## src/design/dots_pkg.sv

```systemverilog
`timescale 1ns / 1ps

package dots_pkg;

  localparam int NUM_TIMERS = 16;
  localparam int IDX_W      = (NUM_TIMERS > 1) ? $clog2(NUM_TIMERS) : 1;
  localparam int TIME_W     = 63;
  localparam int TIMER_ID_W = 4;
  localparam int KIND_W     = 2;

  localparam logic [KIND_W-1:0] KIND_ARM    = 2'd0;
  localparam logic [KIND_W-1:0] KIND_CANCEL = 2'd1;
  localparam logic [KIND_W-1:0] KIND_TICK   = 2'd2;

  // controller -> datapath
  typedef struct packed {
    logic restart;    // rewind scan counter, drop running best
    logic issue;      // read table entry at scan counter, advance
    logic pick;       // issued entry belongs to an ordering pass
    logic commit;     // disarm expired set, latch remaining earliest
    logic emit;       // drive one fired result
    logic emit_none;  // drive the empty result of a quiet tick
  } dots_cmd_t;

  // datapath -> controller
  typedef struct packed {
    logic scan_last;  // scan counter sits on the last entry
    logic fire_any;   // expired set not yet emptied
    logic emit_last;  // picked timer is the only one left in the set
  } dots_stat_t;

endpackage

```

## src/design/dots_ctrl.sv

```systemverilog
`timescale 1ns / 1ps

module dots_ctrl import dots_pkg::*; (
  input  logic              clk,
  input  logic              rst_n,
  input  logic              start,
  input  logic [KIND_W-1:0] in_kind,
  input  dots_stat_t        stat,
  output dots_cmd_t         cmd,
  output logic              busy
);

  localparam logic [2:0] S_IDLE       = 3'd0;
  localparam logic [2:0] S_SURVEY     = 3'd1;
  localparam logic [2:0] S_SURVEY_END = 3'd2;
  localparam logic [2:0] S_COMMIT     = 3'd3;
  localparam logic [2:0] S_NONE       = 3'd4;
  localparam logic [2:0] S_PICK       = 3'd5;
  localparam logic [2:0] S_PICK_END   = 3'd6;
  localparam logic [2:0] S_EMIT       = 3'd7;

  logic [2:0] state_r;
  logic [2:0] state_nxt;

  always_comb begin
    state_nxt = state_r;
    cmd       = '0;
    unique case (state_r)
      S_IDLE: begin
        if (start && (in_kind == KIND_TICK)) begin
          cmd.restart = 1'b1;
          state_nxt   = S_SURVEY;
        end
      end
      S_SURVEY: begin
        cmd.issue = 1'b1;
        if (stat.scan_last) begin
          state_nxt = S_SURVEY_END;
        end
      end
      S_SURVEY_END: begin
        // last entry still in flight
        state_nxt = S_COMMIT;
      end
      S_COMMIT: begin
        cmd.commit  = 1'b1;
        cmd.restart = 1'b1;
        state_nxt   = stat.fire_any ? S_PICK : S_NONE;
      end
      S_NONE: begin
        cmd.emit_none = 1'b1;
        state_nxt     = S_IDLE;
      end
      S_PICK: begin
        cmd.issue = 1'b1;
        cmd.pick  = 1'b1;
        if (stat.scan_last) begin
          state_nxt = S_PICK_END;
        end
      end
      S_PICK_END: begin
        state_nxt = S_EMIT;
      end
      S_EMIT: begin
        cmd.emit    = 1'b1;
        cmd.restart = 1'b1;
        state_nxt   = stat.emit_last ? S_IDLE : S_PICK;
      end
      default: begin
        state_nxt = S_IDLE;
      end
    endcase
  end

  always_ff @(posedge clk) begin
    if (!rst_n) begin
      state_r <= S_IDLE;
    end else begin
      state_r <= state_nxt;
    end
  end

  assign busy = (state_r != S_IDLE);

endmodule

```

## src/design/dots_dp.sv

```systemverilog
`timescale 1ns / 1ps

module dots_dp import dots_pkg::*; (
  input  logic                  clk,
  input  logic                  rst_n,
  input  logic                  in_accept,
  input  logic [KIND_W-1:0]     in_kind,
  input  logic [TIMER_ID_W-1:0] in_timer_id,
  input  logic [TIME_W-1:0]     in_expiry_time,
  input  logic [TIME_W-1:0]     in_current_time,
  input  dots_cmd_t             cmd,
  output dots_stat_t            stat,
  output logic                  out_valid,
  output logic                  out_fired,
  output logic [TIMER_ID_W-1:0] out_fired_timer_id,
  output logic                  out_last,
  output logic                  out_any_armed,
  output logic [TIME_W-1:0]     out_next_expiry
);

  localparam logic [IDX_W-1:0] LAST_IDX = IDX_W'(NUM_TIMERS - 1);

  logic [TIME_W-1:0] exp_mem [NUM_TIMERS];

  logic [TIME_W-1:0]     now_r;
  logic [IDX_W-1:0]      cnt_r;
  logic [TIME_W-1:0]     rd_data_r;
  logic [IDX_W-1:0]      idx_r;
  logic                  p_vld_r;
  logic                  p_pick_r;
  logic [NUM_TIMERS-1:0] armed_r;
  logic [NUM_TIMERS-1:0] armed_nxt;
  logic [NUM_TIMERS-1:0] fire_r;
  logic [NUM_TIMERS-1:0] fire_nxt;
  logic                  best_vld_r;
  logic [TIME_W-1:0]     best_r;
  logic [IDX_W-1:0]      best_id_r;
  logic                  any_r;
  logic [TIME_W-1:0]     next_r;
  logic                  out_valid_r;
  logic                  out_fired_r;
  logic [TIMER_ID_W-1:0] out_id_r;
  logic                  out_last_r;

  logic                  id_ok;
  logic [IDX_W-1:0]      wr_idx;
  logic                  arm_wr;
  logic                  cancel_wr;
  logic                  le_now;
  logic                  lt_best;
  logic                  survey_hit;
  logic                  take;
  logic [NUM_TIMERS-1:0] pick_mask;

  assign id_ok     = (32'(in_timer_id) < NUM_TIMERS);
  assign wr_idx    = IDX_W'(in_timer_id);
  assign arm_wr    = in_accept && (in_kind == KIND_ARM) && id_ok;
  assign cancel_wr = in_accept && (in_kind == KIND_CANCEL) && id_ok;

  assign le_now  = (rd_data_r <= now_r);
  assign lt_best = !best_vld_r || (rd_data_r < best_r);

  // survey pass: split armed timers into expired and remaining earliest
  // ordering pass: earliest of the expired set, lowest id wins ties
  assign survey_hit = p_vld_r && !p_pick_r && armed_r[idx_r] && le_now;
  assign take       = p_vld_r && (p_pick_r ? (fire_r[idx_r] && lt_best)
                                           : (armed_r[idx_r] && !le_now && lt_best));

  always_comb begin
    pick_mask = '0;
    pick_mask[best_id_r] = 1'b1;
  end

  assign stat.scan_last = (cnt_r == LAST_IDX);
  assign stat.fire_any  = |fire_r;
  assign stat.emit_last = ((fire_r & ~pick_mask) == '0);

  always_comb begin
    armed_nxt = armed_r;
    if (arm_wr) begin
      armed_nxt[wr_idx] = 1'b1;
    end
    if (cancel_wr) begin
      armed_nxt[wr_idx] = 1'b0;
    end
    if (cmd.commit) begin
      armed_nxt = armed_r & ~fire_r;
    end
  end

  always_comb begin
    fire_nxt = fire_r;
    if (survey_hit) begin
      fire_nxt[idx_r] = 1'b1;
    end
    if (cmd.emit) begin
      fire_nxt = fire_r & ~pick_mask;
    end
  end

  // expiry table: one write port, one registered read port
  always_ff @(posedge clk) begin
    if (arm_wr) begin
      exp_mem[wr_idx] <= in_expiry_time;
    end
    rd_data_r <= exp_mem[cnt_r];
  end

  always_ff @(posedge clk) begin
    if (in_accept && (in_kind == KIND_TICK)) begin
      now_r <= in_current_time;
    end
    if (cmd.issue) begin
      idx_r <= cnt_r;
    end
    if (take) begin
      best_r    <= rd_data_r;
      best_id_r <= idx_r;
    end
    if (cmd.commit) begin
      any_r  <= best_vld_r;
      next_r <= best_vld_r ? best_r : '0;
    end
    if (cmd.emit) begin
      out_fired_r <= 1'b1;
      out_id_r    <= TIMER_ID_W'(best_id_r);
      out_last_r  <= stat.emit_last;
    end else if (cmd.emit_none) begin
      out_fired_r <= 1'b0;
      out_id_r    <= '0;
      out_last_r  <= 1'b1;
    end
  end

  always_ff @(posedge clk) begin
    if (!rst_n) begin
      cnt_r       <= '0;
      p_vld_r     <= 1'b0;
      p_pick_r    <= 1'b0;
      armed_r     <= '0;
      fire_r      <= '0;
      best_vld_r  <= 1'b0;
      out_valid_r <= 1'b0;
    end else begin
      p_vld_r     <= cmd.issue;
      p_pick_r    <= cmd.pick;
      armed_r     <= armed_nxt;
      fire_r      <= fire_nxt;
      out_valid_r <= cmd.emit || cmd.emit_none;
      if (cmd.restart) begin
        cnt_r      <= '0;
        best_vld_r <= 1'b0;
      end else begin
        if (cmd.issue) begin
          cnt_r <= cnt_r + 1'b1;
        end
        if (take) begin
          best_vld_r <= 1'b1;
        end
      end
    end
  end

  assign out_valid          = out_valid_r;
  assign out_fired          = out_fired_r;
  assign out_fired_timer_id = out_id_r;
  assign out_last           = out_last_r;
  assign out_any_armed      = any_r;
  assign out_next_expiry    = next_r;

endmodule

```

## src/design/deadline_ordered_timer_set.sv

```systemverilog
`timescale 1ns / 1ps

// Bank of 16 one-shot timers with absolute 63-bit expiry times. Present an
// item with start while busy is low. Arm and cancel take effect at once and
// give no result; busy stays low. A tick raises busy and sweeps the expiry
// table once (one entry per cycle through its single read port) to collect
// the expired set and the earliest remaining expiry, then takes one more
// sweep per expired timer to put them in expiry order (ties by lowest id).
// After the survey sweep the tick commits, then either gives the empty result
// when nothing expires or runs one ordering sweep and emit per expired
// timer. Each result shows on the out_ ports for
// exactly one cycle with out_valid high; there is no back-pressure, so the
// receiver must take every beat as it comes. out_last marks the final beat
// of a tick; a quiet tick gives one beat with out_fired low.
module deadline_ordered_timer_set import dots_pkg::*; (
  input  logic                  clk,
  input  logic                  rst_n,
  input  logic                  start,
  output logic                  busy,
  input  logic [KIND_W-1:0]     in_kind,
  input  logic [TIMER_ID_W-1:0] in_timer_id,
  input  logic [TIME_W-1:0]     in_expiry_time,
  input  logic [TIME_W-1:0]     in_current_time,
  output logic                  out_valid,
  output logic                  out_fired,
  output logic [TIMER_ID_W-1:0] out_fired_timer_id,
  output logic                  out_last,
  output logic                  out_any_armed,
  output logic [TIME_W-1:0]     out_next_expiry
);

  dots_cmd_t  cmd;
  dots_stat_t stat;
  logic       in_accept;

  assign in_accept = start && !busy;

  dots_ctrl u_ctrl (
    .clk     (clk),
    .rst_n   (rst_n),
    .start   (start),
    .in_kind (in_kind),
    .stat    (stat),
    .cmd     (cmd),
    .busy    (busy)
  );

  dots_dp u_dp (
    .clk                (clk),
    .rst_n              (rst_n),
    .in_accept          (in_accept),
    .in_kind            (in_kind),
    .in_timer_id        (in_timer_id),
    .in_expiry_time     (in_expiry_time),
    .in_current_time    (in_current_time),
    .cmd                (cmd),
    .stat               (stat),
    .out_valid          (out_valid),
    .out_fired          (out_fired),
    .out_fired_timer_id (out_fired_timer_id),
    .out_last           (out_last),
    .out_any_armed      (out_any_armed),
    .out_next_expiry    (out_next_expiry)
  );

endmodule

```

## config.mk

```make
export PLATFORM = sky130hd
export DESIGN_NAME = deadline_ordered_timer_set
export DESIGN_NICKNAME = d
export VERILOG_FILES = /design/src/design/dots_pkg.sv /design/src/design/dots_ctrl.sv /design/src/design/dots_dp.sv /design/src/design/deadline_ordered_timer_set.sv
export SDC_FILE = /design/constraint.sdc
export NUM_CORES = 2
export LEC_CHECK = 0
export BUFFER_PORTS_ARGS = -buffer_cell sky130_fd_sc_hd__buf_2
export CAP_MARGIN = 10
export CORE_MARGIN = 2
export CORE_UTILIZATION = 45
export DETAILED_ROUTE_END_ITERATION = 8
export PLACE_DENSITY = 0.71
export SLEW_MARGIN = 15
export SYNTH_ARGS = -nofsm -noshare
export SYNTH_HDL_FRONTEND = slang
export SYNTH_SLANG_ARGS = --single-unit
export TNS_END_PERCENT = 20
```

## constraint.sdc

```tcl
create_clock -name clk -period 16.9 [get_ports clk]
set_input_delay 3.38 -clock clk [delete_from_list [all_inputs] [get_ports clk]]
set_output_delay 3.38 -clock clk [all_outputs]
set_load 0.02 [all_outputs]
```

Word-level counts from Yosys, hierarchy flattened
Memories as Yosys holds them, arrays and structs flattened. A register that Yosys moved wholly into a read port is not among the register bits.
Cells that the tools add are included.
{"block": "totals", "register_bits": 247, "ram_bits": 1008, "inputBits": 135, "elab_cells": 116, "mem_count": 1}
{"block": "classes", "n_addsub": 1, "n_lt_le_gt_ge": 8, "n_eq_ne": 13, "mux": 35, "bitwise": 9, "reduce_logical": 32}
{"memory": "u_dp.exp_mem", "words": 16, "word_bits": 63, "rd": 1, "rd_clocked_by_memory_dff": 1, "wr": 1, "line": "dots_dp.sv:23", "source": "logic [TIME_W-1:0] exp_mem [NUM_TIMERS];"}
{"operator": "$mux 16", "count": 5}
{"operator": "$le 63x63->1", "count": 1}
{"operator": "$lt 63x63->1", "count": 1}
{"operator": "$and 16x16->16", "count": 3}
{"operator": "$not 16->16", "count": 3}
{"operator": "$or 16x16->16", "count": 2}
{"operator": "$pmux 3 s8", "count": 1}
{"operator": "$mux 1", "count": 17}
{"operator": "$logic_not 16->1", "count": 1}
{"operator": "$reduce_or 16->1", "count": 1}
{"operator": "$logic_and 1x1->1", "count": 15}
{"operator": "$lt 4x5->1 const B", "count": 3}
{"operator": "$demux 1 s4", "count": 3}
{"operator": "$eq 3x3->1 const B", "count": 4}
{"operator": "$ge 4x1->1 const B", "count": 3}
{"operator": "$mux 3", "count": 4}
{"operator": "$bmux 1 s4", "count": 2}
{"operator": "$mux 4", "count": 2}
{"operator": "$eq 3x2->1 const B", "count": 2}
{"operator": "$reduce_or 2->1", "count": 3}
{"operator": "$add 4x1->4 const B", "count": 1}
{"operator": "$eq 4x4->1 const B", "count": 1}
{"operator": "$logic_not 1->1", "count": 4}
{"operator": "$ne 2x2->1 const B", "count": 2}
{"operator": "other kinds (12)", "count": 14}

Longest topological paths before layout
{"block": "logic_depth", "word_depth": 9, "mapped_depth": 12}

By module
Synthesis repeated with hierarchy kept, for this count alone.
{"block": "unflattened", "cells_unflattened": 2531, "area_unflattened_um2": 51440.6}
{"module": "dots_dp", "n_inst": 1, "cells_each": 2492, "area_per_inst_um2": 51087.7, "seq_area_each_um2": 38446.9}
{"module": "dots_ctrl", "n_inst": 1, "cells_each": 38, "area_per_inst_um2": 339.1, "seq_area_each_um2": 60.1}
{"module": "deadline_ordered_timer_set", "n_inst": 1, "cells_each": 1, "area_per_inst_um2": 13.8, "seq_area_each_um2": 0.0}

Worst setup path after synthesis
No wires, ideal clock.
{"block": "synth_path", "path_kind": "input port to flip-flop", "startpoint": "input port in_kind[1]", "endpoint": "memory u_dp.exp_mem[4][0] (enable)", "setup_time_ps": 484, "t_arrival_ps": 6829, "required_ps": 16416, "slack_ps": 9587, "stages": 3, "n_path_buf": 0, "cell_sequence": "nor4b_1 nand2_1 nor2_1"}
{"block": "synth_between", "elab_chain_cells": 4}
{"item": "start, declared", "line": "deadline_ordered_timer_set.sv:20", "source": "input logic [KIND_W-1:0] in_kind,"}
{"item": "$logic_not 2->1", "line": "dots_dp.sv:57", "source": "assign arm_wr = in_accept && (in_kind == KIND_ARM) && id_ok;"}
{"item": "$logic_and 1x1->1", "line": "dots_dp.sv:57"}
{"item": "$mux 1", "line": "dots_dp.sv:103", "source": "if (arm_wr) begin"}
{"item": "$mux 1 (not written as such)", "line": "dots_dp.sv:104", "source": "exp_mem[wr_idx] <= in_expiry_time;"}
{"item": "end, declared", "line": "dots_dp.sv:23"}
Every way passes these cells.

Worst setup path after layout
{"block": "layout_path", "startpoint": "input port in_kind[1]", "endpoint": "memory u_dp.exp_mem[6][56] (enable)"}
The elaborated chain is that of the path after synthesis.

==> results by group <==
Run status
  • Outcome: completed

Synthesis
  • Fraction of registers with async set/reset: 0%
  • Most frequent cell after synthesis: edfxtp_1
  • Ys flop type: edfxtp_1
  • Post-synth top cells: edfxtp_1, mux4_2, ha_1
  • Syn_area_per_cell: 20.45 um^2
  • Yosys top cell area share: 71.20%
  • Syn_nets: 2765
  • Register bit count reported by yosys: about 1300
  • Netlist cell types: 59
  • Synth top area cells: edfxtp_1, mux4_2, dfxtp_1
  • Seq/Total Area, Yosys: 75.39%
  • Syn Std Cell Area: just over 50000 um^2
  • Synthesized instance count: 2498
  • EDFF count, synth: between 1000 and 1500
  • Cell taking the most area after synthesis: edfxtp_1
  • Synth warn: 0

Routing
  • Initial DRC Count: 2695
  • Via count: ~25000
  • Drt pass-1 iters: 7
  • Final WL: 117000 um
  • Routed WL per cell: between 20 and 30 um
  • DRC viols: 0
  • Post-DRT Antenna Nets: 0
  • Vias per cell: 5.779

Clock network
  • H-tree levels: 4
  • Num CTS Buffers: 135
  • Max Root-Sink Buffers: 3
  • Clk pin slew, worst setup/hold paths: 0.06 ns
  • Clock Latency Late Sink: 0.74 ns
  • CTS tree: done
  • Cts hold-fix bufs: 0
  • CTS resizes: 0
  • Setup bufs post-CTS: 0
  • CTS Sinks: 1318
  • Root Driver: clkbuf_16

Worst setup path
  • Critical path's largest stage delay: ~0.99 ns
  • CP Launch Type: input port
  • Worst Setup Path Type: input port to flop
  • WP data required: 17.25 ns
  • Crit path DAT: ~6.5 ns
  • Worst path slowest cell: nor2_4
  • Crit. End Element: flop
  • CP cell instances: buf_2, nor4b_2, nand2_1, nor2_4, buf_4
  • CP Max Fanout: 38

Power
  • VDD IR-drop max: 0.0001057 V
  • Lkg Pwr: 19.11 nW
  • Pwr per Cell Area: about 130 nW/um^2
  • Total power draw: 7.808 mW

Timing
  • Final setup viols: 0
  • Final slew viol count: 0
  • Worst Max-Slew Pin Slew: 1.195 ns
  • Period minus WS final: 6.104 ns
  • Max_slew headroom: between 20% and 30%
  • Setup TNS: 0 ns
  • Unrepaired setup endpoints after global routing: no
  • Crit share post-route: 36.12%
  • Final setup margin: 10.80 ns
  • Peak Freq: 163.8 MHz
  • Final Hold Viols: 0
  • Clock Skew: 0.02976 ns

Global route
  • Remaining Overflow, GRT: 0
  • Antenna violations before repair: 21
  • First-pass GRT wire length: 173500 um
  • Largest net degree at the start of global routing: 78
  • GRT Total Usage: 20.24%
  • Number of global-route vias before repair: 26500

Finish
  • Layout Nets: 3041
  • Share of layout cells above drive strength 1: 27.71%
  • Syn-to-layout area delta: 14.35%
  • Post-Layout Cell Count: roughly 4400
  • Design Area, Final: 58400 um^2

Die
  • Core area: 112500 um^2
  • Die Y: 340.9 um
  • Starting Density: 45.40%
  • # rows: 123
  • Die area: 116200 um^2
  • I/O pin count: 207
  • Die width: 340.9 um

Place
  • RePlAce Congestion: 0.8792
  • Buffers added on ports: 206
  • Dpl ws: 9.999 ns
  • Post-placement cell area: around 54000 um^2
  • Dpl cells: 4136
  • Hpwl dp: 70850 um

Min path
  • Worst hold-check path type: flop to flop

Flow run
  • Max Cap Viol: 0
## through the flow
stage,util (%),hold WS (ns)
detailed placement,47.99,0.4640
finish,51.91,0.4700
CTS,51.87,0.4796
global route,51.90,0.4868
floorplan,-,0.4244
global placement,47.99,0.4512
## layout by cell type (no fill, tap or decap), drive strengths merged, types with 11 or more instances in the layout
| cell | instances |
|---|---|
| inv | 138 |
| nor2b | 13 |
| nand4 | 22 |
| bufinv | 11 |
| o21ai | 36 |
| nor2 | 121 |
| nand2 | 53 |
| buf | 238 |
| clkbuf | 174 |
| ha | 132 |
| nor4 | 12 |
| a2111oi | 17 |
| dfxtp | 107 |
| mux4 | 324 |
| o211ai | 21 |
| a21oi | 71 |
| clkinv | 50 |
| nand3 | 24 |
| nand2b | 12 |
| edfxtp | 1211 |
| nor3 | 11 |
## cell families after synthesis
kind of cell | Yosys count | share of synthesized area [%]
DFF | 1318 | 75.39
muxes | 328 | 14.37
and+or+nand+nor | 298 | 2.817
buffers and inverters | 231 | 1.742
AOI/OAI and AO/OA | 188 | 2.396
adders and majority gates | 132 | 3.234
xor gates and xnor gates | 3 | 0.05145
## registers in the layout, summed over array words and instances, names as in the netlist, 3 cells and up
| signal | cells |
|---|---|
| u_dp.cnt_r | 4 |
| u_dp.best_id_r | 4 |
| u_dp.out_fired_timer_id | 4 |
| u_dp.exp_mem | 1008 |
| u_dp.fire_r | 16 |
| u_ctrl.state_r | 3 |
| u_dp.rd_data_r | 63 |
| u_dp.out_next_expiry | 63 |
| u_dp.armed_r | 16 |
| u_dp.idx_r | 4 |
| u_dp.now_r | 63 |
| u_dp.best_r | 63 |
## power breakdown
part           leakage [nW]  internal [mW]  switching, mW
sequential             11.8           3.66          0.108
clock                  2.14           1.71           1.23
combinational          5.17          0.549          0.549
## routing by layer
metal / track usage, % / up-vias / wire, um
met4: 6.360 / 12 / 3329
li1: - / 10750 / -
met1: 27.89 / 13200 / 47710
met2: 33.07 / 1159 / 57390
met3: 3.637 / 261 / 8522
met5: 0 / - / 75
## worst max-delay path: cells and delay by family
family / cells / cell delay, ns
AND/OR/NAND/NOR: 3 / 2.19
buffers and inverters: 2 / 0.85
## final timing paths
check | startpoint | end | slack, ns | depth (start not counted)
min | u_dp.out_fired | u_dp.out_fired | 0.47 | 1
max reg2reg | u_dp.rd_data_r[22] | u_dp.best_r[21] | 11.42 | 10
min reg2reg | u_dp.out_fired | u_dp.out_fired | 0.47 | 1
max | in_kind[1] | u_dp.exp_mem[6][56] | 10.80 | 5
## area by class of cell
cell class | instances | area [um^2]
fill | 8582 | 54100
sequential | 1318 | 38520
multi-input combinational | 949 | 11830
clock buffer | 174 | 3681
tap | 1500 | 1877
timing repair buffer | 238 | 1284
clock inverter | 72 | 688.2
inverter | 132 | 495.5
antenna | 10 | 25.02
Note: power is estimated with default switching activity, not from simulation.
